`src/design/tbp_pkg.sv`:
```
package tbp_pkg;

    // Table size and derived address width
    localparam int unsigned PATHS  = 1024;
    localparam int unsigned ADDR_W = (PATHS > 1) ? $clog2(PATHS) : 1;

    // Field widths fixed by the item formats
    localparam int unsigned IDX_W   = 10;
    localparam int unsigned TIME_W  = 64;
    localparam int unsigned COST_W  = 16;
    localparam int unsigned RATE_W  = 40;
    localparam int unsigned TOK_W   = 32;

    // Refill scaling
    localparam int unsigned ELAPSED_SHIFT = 10;
    localparam int unsigned RATE_SHIFT    = 22;
    localparam int unsigned RATE_HI_W     = RATE_W - RATE_SHIFT;
    // Scaled elapsed time, saturated at 2^TOK_W: any larger value with a
    // non-zero rate already overflows the token range
    localparam int unsigned ELAPSED_W     = TOK_W + 1;
    localparam int unsigned PROD_W        = ELAPSED_W + RATE_HI_W;

    localparam logic ACT_POLICE  = 1'b0;
    localparam logic ACT_INSTALL = 1'b1;

    localparam logic VERDICT_DROP    = 1'b0;
    localparam logic VERDICT_FORWARD = 1'b1;

    typedef struct packed {
        logic                action;
        logic [IDX_W-1:0]    path_index;
        logic [TIME_W-1:0]   now_ns;
        logic [COST_W-1:0]   byte_count;
        logic [RATE_W-1:0]   rate_value;
        logic [TOK_W-1:0]    burst_value;
        logic [TOK_W-1:0]    start_tokens;
    } in_item_t;

    typedef struct packed {
        logic                verdict;
        logic                entry_found;
        logic [TOK_W-1:0]    tokens_left;
    } out_item_t;

    // One bucket entry as held in the table memory
    typedef struct packed {
        logic                 valid;
        logic [TOK_W-1:0]     tokens;
        logic [TIME_W-1:0]    last_time;
        logic [RATE_HI_W-1:0] rate_hi;
        logic [TOK_W-1:0]     capacity;
    } entry_t;

    localparam int unsigned ENTRY_W = $bits(entry_t);

    typedef enum logic [2:0] {
        ST_CLEAR,
        ST_IDLE,
        ST_RD,
        ST_MUL,
        ST_SUM,
        ST_WB
    } state_t;

    // Stage enables for the refill datapath
    typedef struct packed {
        logic ld_elapsed;
        logic ld_prod;
        logic ld_sum;
    } refill_ctrl_t;

    function automatic logic [ADDR_W-1:0] to_addr(input logic [IDX_W-1:0] idx);
        return ADDR_W'(idx);
    endfunction

    function automatic logic idx_in_range(input logic [IDX_W-1:0] idx);
        return (32'(idx) < 32'(PATHS));
    endfunction

endpackage

```
`src/design/tbp_refill.sv`:
```
module tbp_refill (
    input  logic                             clk,
    input  tbp_pkg::refill_ctrl_t            ctrl,
    input  logic [tbp_pkg::TIME_W-1:0]       now_ns,
    input  logic [tbp_pkg::TIME_W-1:0]       last_time,
    input  logic [tbp_pkg::RATE_HI_W-1:0]    rate_hi,
    input  logic [tbp_pkg::TOK_W-1:0]        tokens,
    input  logic [tbp_pkg::TOK_W-1:0]        capacity,
    output logic [tbp_pkg::TOK_W-1:0]        capped
);
    import tbp_pkg::*;

    logic [TIME_W-1:0]    diff;
    logic [ELAPSED_W-1:0] elapsed_next;
    logic [ELAPSED_W-1:0] elapsed_reg;
    logic [PROD_W-1:0]    prod_next;
    logic [PROD_W-1:0]    prod_reg;
    logic [TOK_W:0]       sum;
    logic [TOK_W-1:0]     capped_next;
    logic [TOK_W-1:0]     capped_reg;

    // Clamp a negative difference to zero, drop the low bits, and saturate
    // anything past the token range at 2^32
    always_comb
    begin
        diff = now_ns - last_time;
        if (diff[TIME_W-1])
        begin
            elapsed_next = '0;
        end
        else if (|diff[TIME_W-2:TOK_W+ELAPSED_SHIFT])
        begin
            elapsed_next = {1'b1, {TOK_W{1'b0}}};
        end
        else
        begin
            elapsed_next = ELAPSED_W'(diff[TOK_W+ELAPSED_SHIFT-1:ELAPSED_SHIFT]);
        end
    end

    assign prod_next = PROD_W'(elapsed_reg) * PROD_W'(rate_hi);

    // Any refill of 2^32 or more fills the bucket to capacity
    always_comb
    begin
        sum = {1'b0, tokens} + {1'b0, prod_reg[TOK_W-1:0]};
        if (|prod_reg[PROD_W-1:TOK_W])
        begin
            capped_next = capacity;
        end
        else if (sum > {1'b0, capacity})
        begin
            capped_next = capacity;
        end
        else
        begin
            capped_next = sum[TOK_W-1:0];
        end
    end

    always_ff @(posedge clk)
    begin
        if (ctrl.ld_elapsed)
        begin
            elapsed_reg <= elapsed_next;
        end
        if (ctrl.ld_prod)
        begin
            prod_reg <= prod_next;
        end
        if (ctrl.ld_sum)
        begin
            capped_reg <= capped_next;
        end
    end

    assign capped = capped_reg;

endmodule

```
`config.mk`:
```
export PLATFORM = sky130hd
export DESIGN_NAME = tbp_refill
export DESIGN_NICKNAME = d
export VERILOG_FILES = /design/src/design/tbp_pkg.sv /design/src/design/tbp_refill.sv
export SDC_FILE = /design/constraint.sdc
export NUM_CORES = 2
export LEC_CHECK = 0
export BUFFER_PORTS_ARGS = -buffer_cell sky130_fd_sc_hd__buf_2
export CAP_MARGIN = 20
export CORE_AREA = 8 8 231 233
export DETAILED_ROUTE_END_ITERATION = 10
export DIE_AREA = 0 0 239 241
export PLACE_DENSITY = 0.87
export SLEW_MARGIN = 15
export SYNTH_ARGS = -nofsm -noshare
export SYNTH_HDL_FRONTEND = slang
export SYNTH_SLANG_ARGS = --single-unit
export TNS_END_PERCENT = 5
```
`constraint.sdc`:
```
create_clock -name clk -period 17.4 [get_ports clk]
set_input_delay 0 -clock clk [delete_from_list [all_inputs] [get_ports clk]]
set_output_delay 0 -clock clk [all_outputs]
set_load 0.02 [all_outputs]
```
# == After elaboration in Yosys (flattened, before gate mapping) ==
# Index checks and enable logic that the tools add are counted.
# word_totals
regBits,116
out_inout_bits,32
word_cells,14
# classes
n_addsub,2
mul,1
n_lt_le_gt_ge,1
n_mux,3
reduce_logical,3
# op_table
op,count
$mux 32,2
$sub 64x64->64,1
$mul 33x18->51,1
$add 32x32->33,1
$gt 33x32->1,1
$mux 33,1
$reduce_or 22->1,1
$reduce_or 21->1,1
$reduce_or 19->1,1

# == Depth between registers and ports, before layout ==
# logic_depth
word_depth,4
depth_mapped,26
depth_no_buf,25

# == Least setup slack after synthesis ==
# Ideal clock, no wire load.
# synth_timing
kind,reg-to-reg
from,register elapsed_reg[10]
to,"register prod_reg[48], data pin"
arrival_ps,6276
setup_slack_ps,10867
stages_incl_launch_ff,24
path_cell_list,edfxtp_1 -> clkbuf_1 -> clkbuf_1 -> nand2_1 -> fa_1 -> fa_1 -> fa_1 -> fa_1 -> inv_1 -> fa_1 -> inv_1 -> fa_1 -> inv_1 -> ha_1 -> and3_1 -> a31oi_1 -> a21boi_0 -> o211ai_1 -> a21oi_1 -> o31a_1 -> o221a_2 -> a211oi_1 -> o31a_1 -> xnor2_1
# synth_between
elab_chain_cells,1
# synth_lines
item,line,source
start: declaration,tbp_refill.sv:15,logic [ELAPSED_W-1:0] elapsed_reg;
start signal: assignment,tbp_refill.sv:65,elapsed_reg <= elapsed_next;
$mul 33x18->51,tbp_refill.sv:41,assign prod_next = PROD_W'(elapsed_reg) * PROD_W'(rate_hi);
via prod_next[48],tbp_refill.sv:16,logic [PROD_W-1:0] prod_next;
end signal: assignment,tbp_refill.sv:69,prod_reg <= prod_next;
end: declaration,tbp_refill.sv:17,logic [PROD_W-1:0] prod_reg;
# The timed path passes the listed nets, and every way through them passes these cells.
# A chain may end at the register's enable or synchronous reset.

# == Worst setup path in the final report ==
# layout_timing
from,register elapsed_reg[4]
to,"register prod_reg[43], data pin"
# The elaborated chain is that of the path after synthesis.

==> impl_table.tex <==
\begin{tabular}{lr}
\hline
Metric & Value \\
\hline
\multicolumn{2}{l}{\textbf{Drt}} \\
DR vias & 23800 \\
Post-detailed-route count of antenna-violating nets & 0 \\
Vias per cell & 5.76 \\
Number of search-and-repair iterations in the first detailed-routing pass & 6 \\
Detailed-route wire length & 80.0 mm \\
Starting DRT DRC Count & 2162 \\
DR WL/cell & 19.4 µm \\
DRC Markers & 0 \\
\multicolumn{2}{l}{\textbf{GRT}} \\
Global-route wire length before repair & 131 mm \\
Pin count of the biggest net entering global routing & 52 \\
Global route total overflow & 0 \\
Total global-route track usage & 0.284 \\
Vias in the first global route & 25800 \\
Number of antenna violations at the first check in global routing & 13 \\
\multicolumn{2}{l}{\textbf{Yosys}} \\
Library cell with the largest summed area after synthesis & sky130\_fd\_sc\_hd\_\_fa\_1 \\
Post-synthesis area per instance & 8.77 µm² \\
Number of instances in the synthesized netlist & 3293 \\
Flops \& latches, synth & 116 \\
EDFF count, synth & 116 \\
Synth Net Count & 4255 \\
Share of synthesized registers carrying an async set or reset & 0 \\
Cell area after synthesis & 28900 µm² \\
Portion of synthesized cell area occupied by the leading cell type & 0.345 \\
Register area share after synthesis & 0.121 \\
Post-synthesis cell type count & 70 \\
Warning count from the yosys run & 0 \\
Area contributors post-synth & sky130\_fd\_sc\_hd\_\_fa\_1 (34\%), sky130\_fd\_sc\_hd\_\_edfxtp\_1 (12\%), sky130\_fd\_sc\_hd\_\_ha\_1 (11\%) \\
Predominant post-synthesis flop cell & sky130\_fd\_sc\_hd\_\_edfxtp\_1 \\
\multicolumn{2}{l}{\textbf{CTS}} \\
Number of buffers on the longest clock path & 2 \\
Worst skew pair latency & 0.45 ns \\
H-tree depth & 4 \\
Clock Root Buffer & sky130\_fd\_sc\_hd\_\_clkbuf\_16 \\
Count of cells resized by post-cts repair & 0 \\
Number of buffers added for setup after CTS & 0 \\
Clock tree from TritonCTS & built \\
Number of clock sinks seen by CTS & 116 \\
Number of buffers inserted for hold repair after clock tree synthesis & 32 \\
TritonCTS Buffers & 17 \\
CTS clock-pin slew for the worst setup and hold paths & 0.07 ns \\
\multicolumn{2}{l}{\textbf{Setup path}} \\
Worst setup SP type & flip-flop \\
WP data arrival & 7.44 ns \\
Data required time of the worst path & 17.58 ns \\
Critical-path maximum fanout & 18 \\
CP endpoint kind & flip-flop \\
Startpoint of the worst setup timing path & elapsed\_reg[4] \\
Worst Setup EP & prod\_reg[43] \\
Setup CP Type & flip-flop to flip-flop \\
Critical R2R Launch & elapsed\_reg[4] \\
Worst-case register-to-register setup slack & 10.14 ns \\
Number of cell instances on the worst register-to-register path & 22 \\
Worst reg2reg path endpoint & prod\_reg[43] \\
\multicolumn{2}{l}{\textbf{Cells and area}} \\
Area growth from synthesis to layout & 8.45\% \\
Final net count & 4400 \\
Fraction of final layout cells sized beyond drive strength 1 & 0.103 \\
Max reg flops & 51 \\
\multicolumn{2}{l}{\textbf{Timing}} \\
Headroom to the max-slew limit & 0.302 \\
Final hold vios & 0 \\
Unrepaired setup endpoints after global routing & false \\
Final worst path period share & 0.417 \\
Setup TNS & 0 ns \\
Minimum clock period after layout & 7.26 ns \\
Fmax & 138 MHz \\
\# setup viols final & 0 \\
Pin slew with the least headroom to its limit & 1.05 ns \\
Setup skew after layout & 0.0169 ns \\
Final count of pins violating max slew & 0 \\
\multicolumn{2}{l}{\textbf{Placement}} \\
Number of port buffers & 245 \\
Estimated wirelength of the detail-placed design & 61.9 mm \\
Final weighted congestion in routability-driven placement & 0.985 \\
\multicolumn{2}{l}{\textbf{Run}} \\
Count of maximum capacitance violations & 0 \\
\multicolumn{2}{l}{\textbf{Worst hold path}} \\
Worst Hold Class & input port to flip-flop \\
\multicolumn{2}{l}{\textbf{Floorplanning}} \\
Full die area & 57600 µm² \\
Die outline height & 241 µm \\
Standard cell core area & 49700 µm² \\
Top-Level Pins & 246 \\
\# rows & 82 \\
Starting density of the core & 0.581 \\
Floorplan die width & 239 µm \\
\multicolumn{2}{l}{\textbf{Outcome}} \\
Outcome & completed \\
\hline
\end{tabular}
[per-stage QoR]
stage               instances  utilization  instance area [µm²]  hold slack [ns]  setup WS (ns)
floorplan                3293            -                28900            0.112          10.87
global placement         4059        0.611                30300            0.317          10.44
detailed placement       4059        0.611                30300            0.317          10.28
CTS                      4123        0.630                31300           0.0935          10.27
global route             4130        0.630                31300            0.158           9.83
finish                   4133        0.631                31300            0.153          10.14
[synth_stat cells, types with 22 or more instances]
master and number:
sky130_fd_sc_hd__nand3_1 35, sky130_fd_sc_hd__xor2_1 38, sky130_fd_sc_hd__o21bai_1 24, sky130_fd_sc_hd__and2_1 227, sky130_fd_sc_hd__fa_1 497, sky130_fd_sc_hd__ha_1 251
sky130_fd_sc_hd__nand2_1 477, sky130_fd_sc_hd__inv_1 697, sky130_fd_sc_hd__a21oi_1 148, sky130_fd_sc_hd__clkbuf_1 146, sky130_fd_sc_hd__nor2_2 30, sky130_fd_sc_hd__edfxtp_1 116
sky130_fd_sc_hd__a21o_1 87, sky130_fd_sc_hd__xnor2_1 78, sky130_fd_sc_hd__nor2_1 62, sky130_fd_sc_hd__nand4_1 35, sky130_fd_sc_hd__nor3_1 22, sky130_fd_sc_hd__o21ai_0 75
sky130_fd_sc_hd__mux2_2 33
[cells by family (layout without fill, tap and decap cells)]
| kind of cell | count (synthesis) | after routing | synth area share |
|---|---|---|---|
| compound gates | 465 | 465 | 0.105 |
| xor+xnor | 116 | 116 | 0.0352 |
| fa+ha+maj | 748 | 748 | 0.453 |
| buf+inv | 850 | 1008 | 0.112 |
| flops | 116 | 116 | 0.121 |
| mux | 34 | 34 | 0.0132 |
| other cells | 0 | 10 | 0 |
| simple gates | 964 | 964 | 0.161 |
[cells in the final DEF (no fill, tap or decap), drive strengths merged, types with 38 or more instances in the layout]
cell type,n
ha,251
fa,497
buf,247
inv,705
a21oi,149
and2,228
xnor2,78
edfxtp,116
xor2,38
nor2,92
a21o,87
o21ai,76
nand2,477
[how the worst min path moves through the flow]
stage / cells after the start / endpoint / from
2_1_floorplan: 0 / capped[0] / ctrl[0]
3_3_place_gp: 2 / capped[20] / capacity[20]
3_5_place_dp: 2 / capped[30] / capacity[30]
4_1_cts: 3 / capped[0] / tokens[0]
5_1_grt: 3 / capped[0] / tokens[0]
6_report: 1 / capped[5] / ctrl[0]
[cell type report]
type                            count  area, µm²
Clock inverter                     15        191
Fill cell                        3879      18300
Multi-Input combinational cell   2327      22200
Antenna cell                       10       25.0
Tap cell                          672        841
Inverter                          697       2620
Clock buffer                       17        425
Timing Repair Buffer              279       1560
Sequential cell                   116       3480
[metal layers]
layer,global-route usage,part of all wire,up-vias
met5,0,0.00051,-
met4,0.131,0.046,6
met3,0.0788,0.11,279
met2,0.476,0.47,1447
met1,0.339,0.38,11500
li1,-,-,10600
[worst max-delay path: stages, from the launching register on]
cell and delay [ns]:
sky130_fd_sc_hd__edfxtp_1 0.69, sky130_fd_sc_hd__and2_1 0.31, sky130_fd_sc_hd__fa_1 0.51, sky130_fd_sc_hd__inv_1 0.09, sky130_fd_sc_hd__fa_1 0.60, sky130_fd_sc_hd__inv_1 0.07
sky130_fd_sc_hd__fa_1 0.42, sky130_fd_sc_hd__fa_1 0.51, sky130_fd_sc_hd__fa_1 0.50, sky130_fd_sc_hd__inv_1 0.05, sky130_fd_sc_hd__fa_1 0.47, sky130_fd_sc_hd__inv_1 0.04
sky130_fd_sc_hd__ha_1 0.36, sky130_fd_sc_hd__nand4_1 0.16, sky130_fd_sc_hd__nor2_1 0.18, sky130_fd_sc_hd__o211ai_1 0.16, sky130_fd_sc_hd__a211oi_1 0.51, sky130_fd_sc_hd__nor2_1 0.15
sky130_fd_sc_hd__o21ai_0 0.37, sky130_fd_sc_hd__a21oi_1 0.18, sky130_fd_sc_hd__o31ai_1 0.35, sky130_fd_sc_hd__a31oi_1 0.16, sky130_fd_sc_hd__xnor2_1 0.15
Power is not shown: default switching activity piles up to over one toggle a cycle in this logic, so the estimate is an artifact.
