--- src/design/tbp_ram.sv ---
module tbp_ram #(
    parameter int unsigned WIDTH = 8,
    parameter int unsigned DEPTH = 16,
    localparam int unsigned AW = (DEPTH > 1) ? $clog2(DEPTH) : 1
) (
    input  logic             clk,
    input  logic             we,
    input  logic [AW-1:0]    waddr,
    input  logic [WIDTH-1:0] wdata,
    input  logic             re,
    input  logic [AW-1:0]    raddr,
    output logic [WIDTH-1:0] rdata
);

    logic [WIDTH-1:0] mem [DEPTH];
    logic [WIDTH-1:0] rdata_reg;

    always_ff @(posedge clk)
    begin
        if (we)
        begin
            mem[waddr] <= wdata;
        end
        if (re)
        begin
            rdata_reg <= mem[raddr];
        end
    end

    assign rdata = rdata_reg;

endmodule

--- config.mk ---
export PLATFORM = sky130hd
export DESIGN_NAME = tbp_ram
export DESIGN_NICKNAME = d
export VERILOG_FILES = /design/src/design/tbp_ram.sv
export SDC_FILE = /design/constraint.sdc
export NUM_CORES = 1
export LEC_CHECK = 0
export ABC_CLOCK_PERIOD_IN_PS = 2000
export BUFFER_PORTS_ARGS = -buffer_cell sky130_fd_sc_hd__buf_2
export CAP_MARGIN = 30
export CORE_MARGIN = 2
export CORE_UTILIZATION = 40
export DETAILED_ROUTE_END_ITERATION = 8
export HOLD_SLACK_MARGIN = 0.02
export SETUP_SLACK_MARGIN = 0.2
export SKIP_LAST_GASP = 1
export SYNTH_ARGS = -nofsm -noshare
export SYNTH_HDL_FRONTEND = slang
export SYNTH_SLANG_ARGS = --single-unit
--- constraint.sdc ---
create_clock -name clk -period 2 [get_ports clk]
set_input_delay 0.3 -clock clk [delete_from_list [all_inputs] [get_ports clk]]
set_output_delay 0.3 -clock clk [all_outputs]
set_load 0.1 [all_outputs]
### Word level (Yosys, flattened, before mapping)

Memories as Yosys holds them, arrays and structs flattened. A register that Yosys moved wholly into a read port is not among the register bits.
Cells that the tools add are included.

* multiplexer cells: 2

Operator list (number)
* 1-bit two-way mux: 2

* memories kept: 1
* bits in writable memories: 128
* input port bits: 19
* output and inout port bits: 8
* register bits after elaboration: 0
* word-level logic and storage cells: 3

Memory list
* mem: words 16, bits a word 8, read ports 1, clocked after memory_dff 1, wr ports 1, line 15 `logic [WIDTH-1:0] mem [DEPTH];`

### Longest topological paths before layout

Gate-level depths: netlist of the first run.

* depth after elaboration: 2
* depth in mapped cells: 5
* mapped depth without buffers: 3

### Least setup slack after synthesis of the first run

Ideal clock, no wire load.

* kind: input to register
* start point: input waddr[2]
* end point: memory mem[0][0], enable pin
* stages on the path: 2
* required time: 1.617 ns
* data arrival time: 1.410 ns
* path buffers: 0
* slack: 0.207 ns
* library setup time: 0.383 ns
* cells stage by stage: or3b_2 -> nor3_1

RTL lines
* start, declared: line 8 `input logic [AW-1:0] waddr,`
* end, declared: line 15

Straight into the memory's write port.

==> results.md, run 1 <==
* Status: completed
* Comb pwr share at 6.0%
* Post-placement cell count at 438
* Critical path's slowest cell: mux4_1
* Clk pin slew, worst setup/hold paths at 60 ps
* Buffer type at the clock tree root: clkbuf_16
* Worst hold-check path type: input port to flip-flop
* Fin nets at ~300
* Overall track demand over capacity in global routing at 15.6%
* Synth async-reset ratio at 0%
* Fraction of power spent switching nets at 20.9%
* Worst-path maximum fanout at 16
* H-tree levels at 4
* Clock network power share at 45.6%
* Portion of total power attributed to sequential cells at 48.4%
* FMAX at between 600 and 700 MHz
* Sequential element share of the synthesized area at approximately four fifths
* Met3 demand-to-capacity share in global routing at 3.38%
* Pwr/cell area at between 1000 and 1500 mW/mm2
* Critical path launch point type: input port
* CTS tree: done
* Final critical path time including I/O delays and setup at ~1600 ps
* Number of filler cells placed in the layout at 1014
* Hold-fix buffer count after cts at 0
* Pin count of the biggest net entering global routing at 33
* Simple-Gate Fraction of Synth Area at under 10%
* Max FFs per register at 128
* Num ports at 27
* Vias after detailed routing at 2481
* WL/cell at about 22 um
* Met1 capacity usage during global routing at 22.0%
* Final Max Tran Viols at 0
* Mean instance size in the synthesized netlist at 22.8 um2
* Post-synthesis compound-gate area fraction at 2.30%
* Drt first-iter violations at 182
* Data required time of the critical path at roughly 2200 ps
* RSZ-0062 raised after global routing: no
* Met2 demand-to-capacity share in global routing at 22.8%
* Synthesized Nets at 248
* Number of non-filler instances in the completed layout at 470
* Antenna violations before repair at 0
* Net switching component of the power at between 1 and 1.5 mW
* Detailed-placement wirelength estimate at roughly 6400 um
* Synthesis-stage register bit count at 136
* Endpoints failing hold at 0
* DRC viols at 0
* Critical path endpoint category: flip-flop
* Worst supply voltage drop on vdd at 0.000570 V
* Internal portion of total power at 5.28 mW
* Max-cap check violation count at 0
* Adder-cell share of the synthesized area at 0%
* Largest area contributor in the synthesized netlist: edfxtp_1
* Detailed-route vias per instance at 5.28
* Final weighted congestion of routability-driven global placement at between 0.7 and 0.8
* CP peak stage delay at 570 ps
* Setup TNS at 0 ps
* # resized after CTS at 0
* Dominant combinational cell family by area after synthesis: multiplexers
* Most utilized layer in the global route result: met2
* Clock Skew at 6.47 ps
* Synthesis-to-layout area growth at 19.9%
* Wire length of the first global-routing pass at 15300 um
* Static leakage power at 2.11 nW
* Final hold slack at roughly 250 ps
* Xor-xnor portion of the synthesized cell area at 0%
* Share of the clock period used by the worst path at between 70 and 80%
* Slew Limit Headroom at between 60% and 70%
* Cell count after synthesis at 229
* Latest clock arrival within the worst-skew pair at 410 ps
* Antenna Nets Post-Route at 0
* Fraction of synthesized area in multiplexers at 14.8%
* Cells traversed along the worst timing path: buf_2 > buf_12 > mux4_1 > a22oi_1 > nand2_1
* Worst setup path class: input port to flip-flop
* Clock sink total at around 140
* Starting Density at roughly two fifths
* Detailed-router iteration count before antenna repair at 4
* Area of the placeable core at between 0.01 and 0.015 mm2
* Most repeated cell in the gate-level netlist after synthesis: edfxtp_1
* Clk buf depth at 2
* Share of the synthesized area in the top cell type at 78.1%
* Top cells by instance count after synthesis: edfxtp_1 (136), mux4_2 (18), a22oi_1 (16)
* Y dimension of the die at 118 um
* Buffers on Ports at 26
* Post-Syn Area at approximately 0.0052 mm2
* Inserted Clock Buffers at 17
* Routed WL at 10100 um
* Cell variety after synth at 18
* Die Outline Area at 0.0140 mm2
* Post-CTS setup buffers at 0
* Final setup viols at 0
* Warnings, synthesis at 0
* Final antenna diode count at 0
* Vias in the first global route at 2497
* Die X at ~120 um
* Post-synth EDFFs at 136
* Non-Filler Cell Area, Final at 0.00627 mm2
* Cells taking the most area after synthesis: edfxtp_1 (78%), mux4_2 (7.8%), mux4_1 (7.0%)
* Cell area after placement at ~0.0057 mm2
* Primary flip-flop cell chosen by synthesis mapping: edfxtp_1
* Share of layout cells above drive strength 1 at 31.5%
* Row count at 41
* Overflow after GRT at 0
* Worst-margin pin slew at 496 ps
* Data arrival at the endpoint of the critical path at 1730 ps
[layout make-up]
| class | count | area [um2] | share of cell area [%] |
|---|---|---|---|
| Sequential cell | 136 | 4080 | 65.2 |
| Multi-Input combinational cell | 83 | 1060 | 16.9 |
| Clock buffer | 18 | 429 | 6.85 |
| Timing Repair Buffer | 47 | 325 | 5.19 |
| Tap cell | 172 | 215 | 3.43 |
| Clock inverter | 14 | 156 | 2.50 |
[worst max-delay path, delay by kind of cell]
| family | cells | cell delay (ps) |
|---|---|---|
| mux | 1 | 570 |
| buf+inv | 2 | 410 |
| compound gates | 1 | 290 |
| simple gates | 1 | 130 |
[through the flow]
step / util (%) / setup slack (ps) / power (mW)
floorplan: - / 207 / 3.55
global placement: 44.8 / 20.4 / 3.68
detailed placement: 44.8 / 19.2 / 3.69
CTS: 49.5 / 441 / 6.72
global route: 49.5 / 375 / 6.88
finish: 49.5 / 420 / 6.68
[power by group through the flow]
stage	Clock [mW]	Sequential, mW	Combinational (mW)
finish	3.05	3.23	0.400
global route	3.22	3.23	0.428
CTS	3.08	3.23	0.405
detailed placement	0	3.29	0.404
global placement	0	3.29	0.397
floorplan	0	3.38	0.162
[per-layer routing]
layer | wire, um | share of wire (%)
met1 | 4710 | 46
met2 | 4820 | 48
met3 | 414 | 4.1
met4 | 189 | 1.9
met5 | 0 | 0
[cell usage in the layout, fill, tap and decap left out]
cell / netlist / layout
buf_12: 0 / 3
and2_1: 1 / 1
mux4_1: 14 / 14
nor2_1: 13 / 13
mux4_2: 18 / 18
bufinv_16: 0 / 3
nor2b_1: 1 / 1
clkinvlp_4: 0 / 3
nand2b_1: 2 / 2
inv_6: 0 / 1
and2b_1: 1 / 1
clkinv_1: 0 / 3
nand3b_1: 2 / 2
clkbuf_16: 0 / 17
or3b_2: 1 / 1
clkinv_2: 0 / 3
edfxtp_1: 136 / 136
a22oi_1: 16 / 16
nand2_1: 9 / 9
nand3_1: 1 / 1
buf_4: 1 / 18
buf_2: 3 / 26
clkinv_4: 0 / 1
nor3_1: 4 / 4
clkbuf_1: 0 / 1
[cells by family after synthesis]
logic type / count (synthesis)
AOI/OAI and AO/OA: 16
muxes: 32
and+or+nand+nor: 35
DFF: 136
buffers and inverters: 10
[final timing paths]
check                           startpoint  endpoint  slack (ps)  cells after the start
worst max-delay path              raddr[0]  rdata[2]         420                      5
worst max register to register   mem[2][2]  rdata[2]         450                      3
worst min-delay path                    re  rdata[1]         250                      1
worst min register to register   mem[5][3]  rdata[3]         760                      3
Power figures use the tool's default switching activity.
==> run 2: changes to the inputs <==
--- a/config.mk
+++ b/config.mk
@@ -5,7 +5,7 @@
 export SDC_FILE = /design/constraint.sdc
 export NUM_CORES = 1
 export LEC_CHECK = 0
-export ABC_CLOCK_PERIOD_IN_PS = 2000
+export ABC_CLOCK_PERIOD_IN_PS = 1300
 export BUFFER_PORTS_ARGS = -buffer_cell sky130_fd_sc_hd__buf_2
 export CAP_MARGIN = 30
 export CORE_MARGIN = 2
==> constraint.sdc (replaced) <==
create_clock -name clk -period 1.3 [get_ports clk]
set_input_delay 0.195 -clock clk [delete_from_list [all_inputs] [get_ports clk]]
set_output_delay 0.195 -clock clk [all_outputs]
set_load 0.1 [all_outputs]
==> run 2 against run 1 <==
The flow now finishes with violations (setup timing). Hold slack worse by 110 ps. Die area stayed put. Cell count grew 3.6%. Critical path depth down 2.
==> results.md, run 2 (synthesis gave the netlist of run 1 again) <==
* CTS tree: done
* Overall track demand over capacity in global routing at 16.7% (+1.1 points)
* Die Outline Area at 0.0140 mm2 (unchanged)
* Routed WL at 10600 um (+4.6%)
* Antenna Nets Post-Route at 0 (unchanged)
* Starting Density at 41.3% (unchanged)
* Inserted Clock Buffers at 17 (unchanged)
* RSZ-0062 raised after global routing: yes
* Top library cells by usage in the layout, fill and taps aside: edfxtp_1 (136), mux4_2 (32), buf_4 (21), buf_12 (19), buf_2 (18)
* Final critical path time including I/O delays and setup at 1440 ps
* Die X at 118 um (unchanged)
* Y dimension of the die at 118 um (unchanged)
* Share of the clock period used by the worst path at 111%
* Violations in the final reports: setup timing
* Number of non-filler instances in the completed layout at 487 (+3.6%)
* Detailed-route vias per instance at 5.26 (-0.30%)
* Pwr/cell area at 1550 mW/mm2 (+46%)
* Num ports at 27 (unchanged)
* Slew Limit Headroom at 39.2% (-28 points)
* DRC viols at 0 (unchanged)
* Final hold slack at 145 ps (-110 ps)
* Overflow after GRT at 0 (unchanged)
* Final weighted congestion of routability-driven global placement at 0.718 (-5.5%)
* Status: finished with violations
* Worst-case setup margin in the final layout at -139 ps (-560 ps)
* Most common cell after layout, fill and taps aside: edfxtp_1
* Critical path endpoint category: flip-flop
* Vias in the first global route at 2716 (+8.8%)
* Buffers on Ports at 26 (unchanged)
* Static leakage power at 2.21 nW (+4.8%)
* Pin count of the biggest net entering global routing at 19 (-42%)
* FMAX at 695 MHz
* Total chip power at 10.4 mW (+56%)
* Share of layout cells above drive strength 1 at 47.1% (+16 points)
* Drt first-iter violations at 255 (+40%)
* Clock Skew at 5.04 ps (-1.42 ps)
* Max FFs per register at 128 (unchanged)
* Data required time of the critical path at 1450 ps (-700 ps)
* Worst hold-check path type: input port to flip-flop
* Worst supply voltage drop on vdd at 0.000894 V (+57%)
* Antenna violations before repair at 1 (+1)
* Endpoints failing hold at 0 (unchanged)
* Clk pin slew, worst setup/hold paths at 60 ps (about the same)
* Fin nets at 320 (+5.3%)
* WL/cell at 21.8 um (+0.98%)
* Area of the placeable core at 0.0127 mm2 (unchanged)
* Clk buf depth at 2 (unchanged)
* Buffer type at the clock tree root: clkbuf_16
* Clock sink total at 136 (unchanged)
* Vias after detailed routing at 2563 (+3.3%)
* Data arrival at the endpoint of the critical path at 1590 ps (-140 ps)
* Worst-path maximum fanout at 1 (-15)
* Row count at 41 (unchanged)
* Final setup viols at 8 (+8)
* Latest clock arrival within the worst-skew pair at 410 ps (about the same)
* Post-placement cell count at 454 (+3.7%)
* Hold-fix buffer count after cts at 0 (unchanged)
* Critical path launch point type: flip-flop
* Max-cap check violation count at 0 (unchanged)
* Post-CTS setup buffers at 0 (unchanged)
* Detailed-placement wirelength estimate at 6890 um (+6.9%)
* Worst-margin pin slew at 908 ps (+412 ps)
* Worst setup slack after placement at -449 ps (-468 ps)
* Detailed-router iteration count before antenna repair at 4 (unchanged)
* Wire length of the first global-routing pass at 16500 um (+7.5%)
* Worst setup path class: flip-flop to flip-flop
* H-tree levels at 4 (unchanged)
* Final Max Tran Viols at 0 (unchanged)
* Synthesis-to-layout area growth at 28.6%
## run 2: final timing paths
kind	start	endpoint	slack, ps	cells past startpoint
worst min-delay path	re	rdata[4]	140	1
worst min register to register	mem[12][1]	rdata[1]	750	3
worst max-delay path	mem[2][6]	rdata[6]	-140	3
worst max register to register	mem[2][6]	rdata[6]	-140	3
## run 2: timing repair
item	in CTS	in global routing
gates cloned	0	0
endpoints found under the hold margin	0	0
endpoints found under the setup margin	16	16
pin swaps	2	2
resized for setup	14	5
## run 2: final cells by class
cell class / count / area (um2)
Multi-Input combinational cell: 83 / 1150
Clock inverter: 15 / 160
Tap cell: 172 / 215
Timing Repair Buffer: 63 / 684
Fill cell: 1003 / 5950
Clock buffer: 17 / 425
Antenna cell: 1 / 2.50
Sequential cell: 136 / 4080
## run 2: worst max-delay path: stages, from the launching register on
cell and delay (ps):
edfxtp_1 370, mux4_2 490, a22oi_2 200, nand2_1 120
## run 2: power by group
part / switching, mW / leakage (nW) / internal, mW
clock: 1.72 / 0.277 / 2.98
combinational: 0.451 / 0.700 / 0.307
sequential: 0.0352 / 1.24 / 4.94
## run 2: stage by stage
step / utilization [%] / setup TNS (ps) / area, um2
global placement: 47.9 / -9160 / 6060
floorplan: - / -977 / 5320
detailed placement: 47.9 / -10340 / 6060
global route: 53.0 / -1150 / 6720
CTS: 52.9 / -978 / 6700
finish: 53.0 / -674 / 6720
## run 2: per-layer routing
layer / track usage (%) / up-vias / share of wire (%)
met2: 25.8 / 76 / 49
met4: 6.78 / 0 / 1.5
met3: 5.02 / 14 / 5.1
met5: 0 / - / 0
li1: - / 1117 / -
met1: 22.2 / 1356 / 44
==> run 3: changes to the inputs <==
--- a/config.mk
+++ b/config.mk
@@ -10,6 +10,7 @@
 export CAP_MARGIN = 30
 export CORE_MARGIN = 2
 export CORE_UTILIZATION = 40
+export CTS_BUF_LIST = sky130_fd_sc_hd__clkbuf_8
 export DETAILED_ROUTE_END_ITERATION = 8
 export HOLD_SLACK_MARGIN = 0.02
 export SETUP_SLACK_MARGIN = 0.2
==> run 3 against run 2 <==
The run still ends with setup timing left. First-iteration DRC count is 28% higher. Maximum frequency is 0.55% higher. Clock power is 27% lower. Worst setup slack better by 7.8 ps. Combinational power hardly changed.
==> results.md, run 3 (synthesis gave the netlist of run 1 again) <==
* Status: finished with violations
* Violations in the final reports: setup timing
* Routed WL at 10500 um (-0.63%)
* Antenna Nets Post-Route at 0 (unchanged)
* Buffers on Ports at 26 (unchanged)
* Top library cells by usage in the layout, fill and taps aside: edfxtp_1 (136), mux4_2 (32), buf_4 (21), buf_12 (19), buf_2 (18)
* Worst-case setup margin in the final layout at -131 ps (+7.80 ps)
* Slew Limit Headroom at 36.5% (-2.8 points)
* Data arrival at the endpoint of the critical path at 1610 ps (+20 ps)
* Cell area after placement at 0.00606 mm2 (unchanged)
* Overall track demand over capacity in global routing at 16.4% (-0.26 points)
* Worst-margin pin slew at 950 ps (+41.5 ps)
* Pwr/cell area at 1400 mW/mm2 (-9.8%)
* Latest clock arrival within the worst-skew pair at 430 ps (+20 ps)
* Max FFs per register at 128 (unchanged)
* Detailed-route vias per instance at 5.23 (-0.70%)
* Final setup viols at 8 (unchanged)
* Static leakage power at 2.13 nW (-3.9%)
* Die Outline Area at 0.0140 mm2 (unchanged)
* Worst hold-check path type: input port to flip-flop
* Final weighted congestion of routability-driven global placement at 0.718 (unchanged)
* Worst supply voltage drop on vdd at 0.000571 V (-36%)
* Clk buf depth at 2 (unchanged)
* Clock Skew at 6.53 ps (+1.48 ps)
* Worst hold path cell count at 1 (unchanged)
* Drt first-iter violations at 327 (+28%)
* Clock sink total at 136 (unchanged)
* Antenna violations before repair at 1 (unchanged)
* Non-Filler Cell Area, Final at 0.00653 mm2 (-2.8%)
* Final critical path time including I/O delays and setup at 1430 ps (-7.80 ps)
* Num ports at 27 (unchanged)
* Inserted Clock Buffers at 17 (unchanged)
* Setup TNS at -620 ps (+53.8 ps)
* Y dimension of the die at 118 um (unchanged)
* Critical path's slowest cell: mux4_2
* Destination of the worst register-to-register timing path: rdata[6]
* Worst reg2reg path startpoint: mem[2][6]
* RSZ-0062 raised after global routing: yes
* Buffer type at the clock tree root: clkbuf_8
* Detailed-router iteration count before antenna repair at 4 (unchanged)
* Vias after detailed routing at 2545 (-0.70%)
* H-tree levels at 4 (unchanged)
* Post-CTS setup buffers at 0 (unchanged)
* Row count at 41 (unchanged)
* Overflow after GRT at 0 (unchanged)
* FMAX at 699 MHz (+0.55%)
* Reg-to-reg setup timing slack at -130 ps (about the same)
* Wire length of the first global-routing pass at 16300 um (-1.3%)
* Number of filler cells placed in the layout at 1027 (+2.4%)
* Pin count of the biggest net entering global routing at 19 (unchanged)
* CTS tree: done
* Worst min-delay path endpoint: rdata[1]
* Critical path endpoint category: flip-flop
* Endpoints failing hold at 0 (unchanged)
* Worst setup path class: flip-flop to flip-flop
* Starting Density at 41.3% (unchanged)
* Area of the placeable core at 0.0127 mm2 (unchanged)
* Worst-path maximum fanout at 1 (unchanged)
* Final Max Tran Viols at 0 (unchanged)
* DRC viols at 0 (unchanged)
* Share of layout cells above drive strength 1 at 47.5% (+0.32 points)
* CP peak stage delay at 490 ps (about the same)
* Data required time of the critical path at 1480 ps (+30 ps)
* Fin nets at 320 (unchanged)
* Max-cap check violation count at 0 (unchanged)
* Vias in the first global route at 2713 (-0.11%)
* Hold-fix buffer count after cts at 0 (unchanged)
* Clk pin slew, worst setup/hold paths at 80 ps (+20 ps)
* Die X at 118 um (unchanged)
* Most common cell after layout, fill and taps aside: edfxtp_1
* Number of cells traversed by the worst register-to-register path at 3 (unchanged)
* Cells traversed along the worst timing path: mux4_2 > a22oi_2 > nand2_1
* Hold_sp: re
* Critical path launch point type: flip-flop
* Share of the clock period used by the worst path at 110% (-0.60 points)
* Synthesis-to-layout area growth at 25.0%
* WL/cell at 21.6 um (-0.63%)
* Detailed-placement wirelength estimate at 6890 um (unchanged)
[run 3: stage by stage]
stage / instances / setup WS (ps) / hold WS, ps / total power [mW] / utilization [%]
final: 487 / -131 / 113 / 9.15 / 51.6
after global routing: 486 / -166 / 94.3 / 9.47 / 51.5
after CTS: 486 / -145 / 95.4 / 9.23 / 51.4
after detailed placement: 454 / -449 / 568 / 5.80 / 47.9
after global placement: 454 / -466 / 574 / 5.79 / 47.9
after floorplan: 229 / -95.4 / 294 / 5.50 / -
[run 3: worst max path at each step]
| stage | startpoint | endpoint | slack, ps | cells past startpoint |
|---|---|---|---|---|
| 5_1_grt | mem[3][7] | rdata[7] | -170 | 3 |
| 4_1_cts | mem[3][6] | rdata[6] | -150 | 3 |
| 2_1_floorplan | raddr[0] | rdata[1] | -100 | 5 |
| 3_5_place_dp | raddr[0] | rdata[0] | -450 | 5 |
| 3_3_place_gp | raddr[0] | rdata[0] | -470 | 5 |
| 6_report | mem[2][6] | rdata[6] | -130 | 3 |
[run 3: worst max-delay path, delay by kind of cell (launching register included)]
kind	cells	cell delay (ps)
simple gates	1	120
flops	1	380
compound gates	1	200
mux	1	490
[run 3: layout make-up]
type                            count  area, um2  area share, %
Antenna cell                        1       2.50         0.0383
Clock buffer                       17        234           3.58
Clock inverter                     15        160           2.45
Multi-Input combinational cell     83       1150           17.7
Sequential cell                   136       4080           62.5
Tap cell                          172        215           3.29
Timing Repair Buffer               63        684           10.5
[run 3: layer usage]
layer / part of all wire, % / wire, um / GRT usage (%) / up-vias
met1: 43 / 4490 / 21.6 / 1339
met3: 6.5 / 684 / 5.07 / 15
li1: - / - / - / 1114
met5: 0 / 0 / 0 / -
met4: 1.8 / 193 / 7.23 / 0
met2: 49 / 5170 / 25.3 / 77
[run 3: power by group]
part / internal [mW] / total, mW / switching [mW]
combinational: 0.309 / 0.762 / 0.453
clock: 1.86 / 3.42 / 1.56
sequential: 4.94 / 4.97 / 0.0347
total: 7.10 / 9.15 / 2.05
[run 3: what timing repair did]
action	in CTS	in global routing
setup endpoints to repair	16	16
hold endpoints to repair	0	0
gates resized for setup	16	4
pin swaps	5	1
cloned	0	0
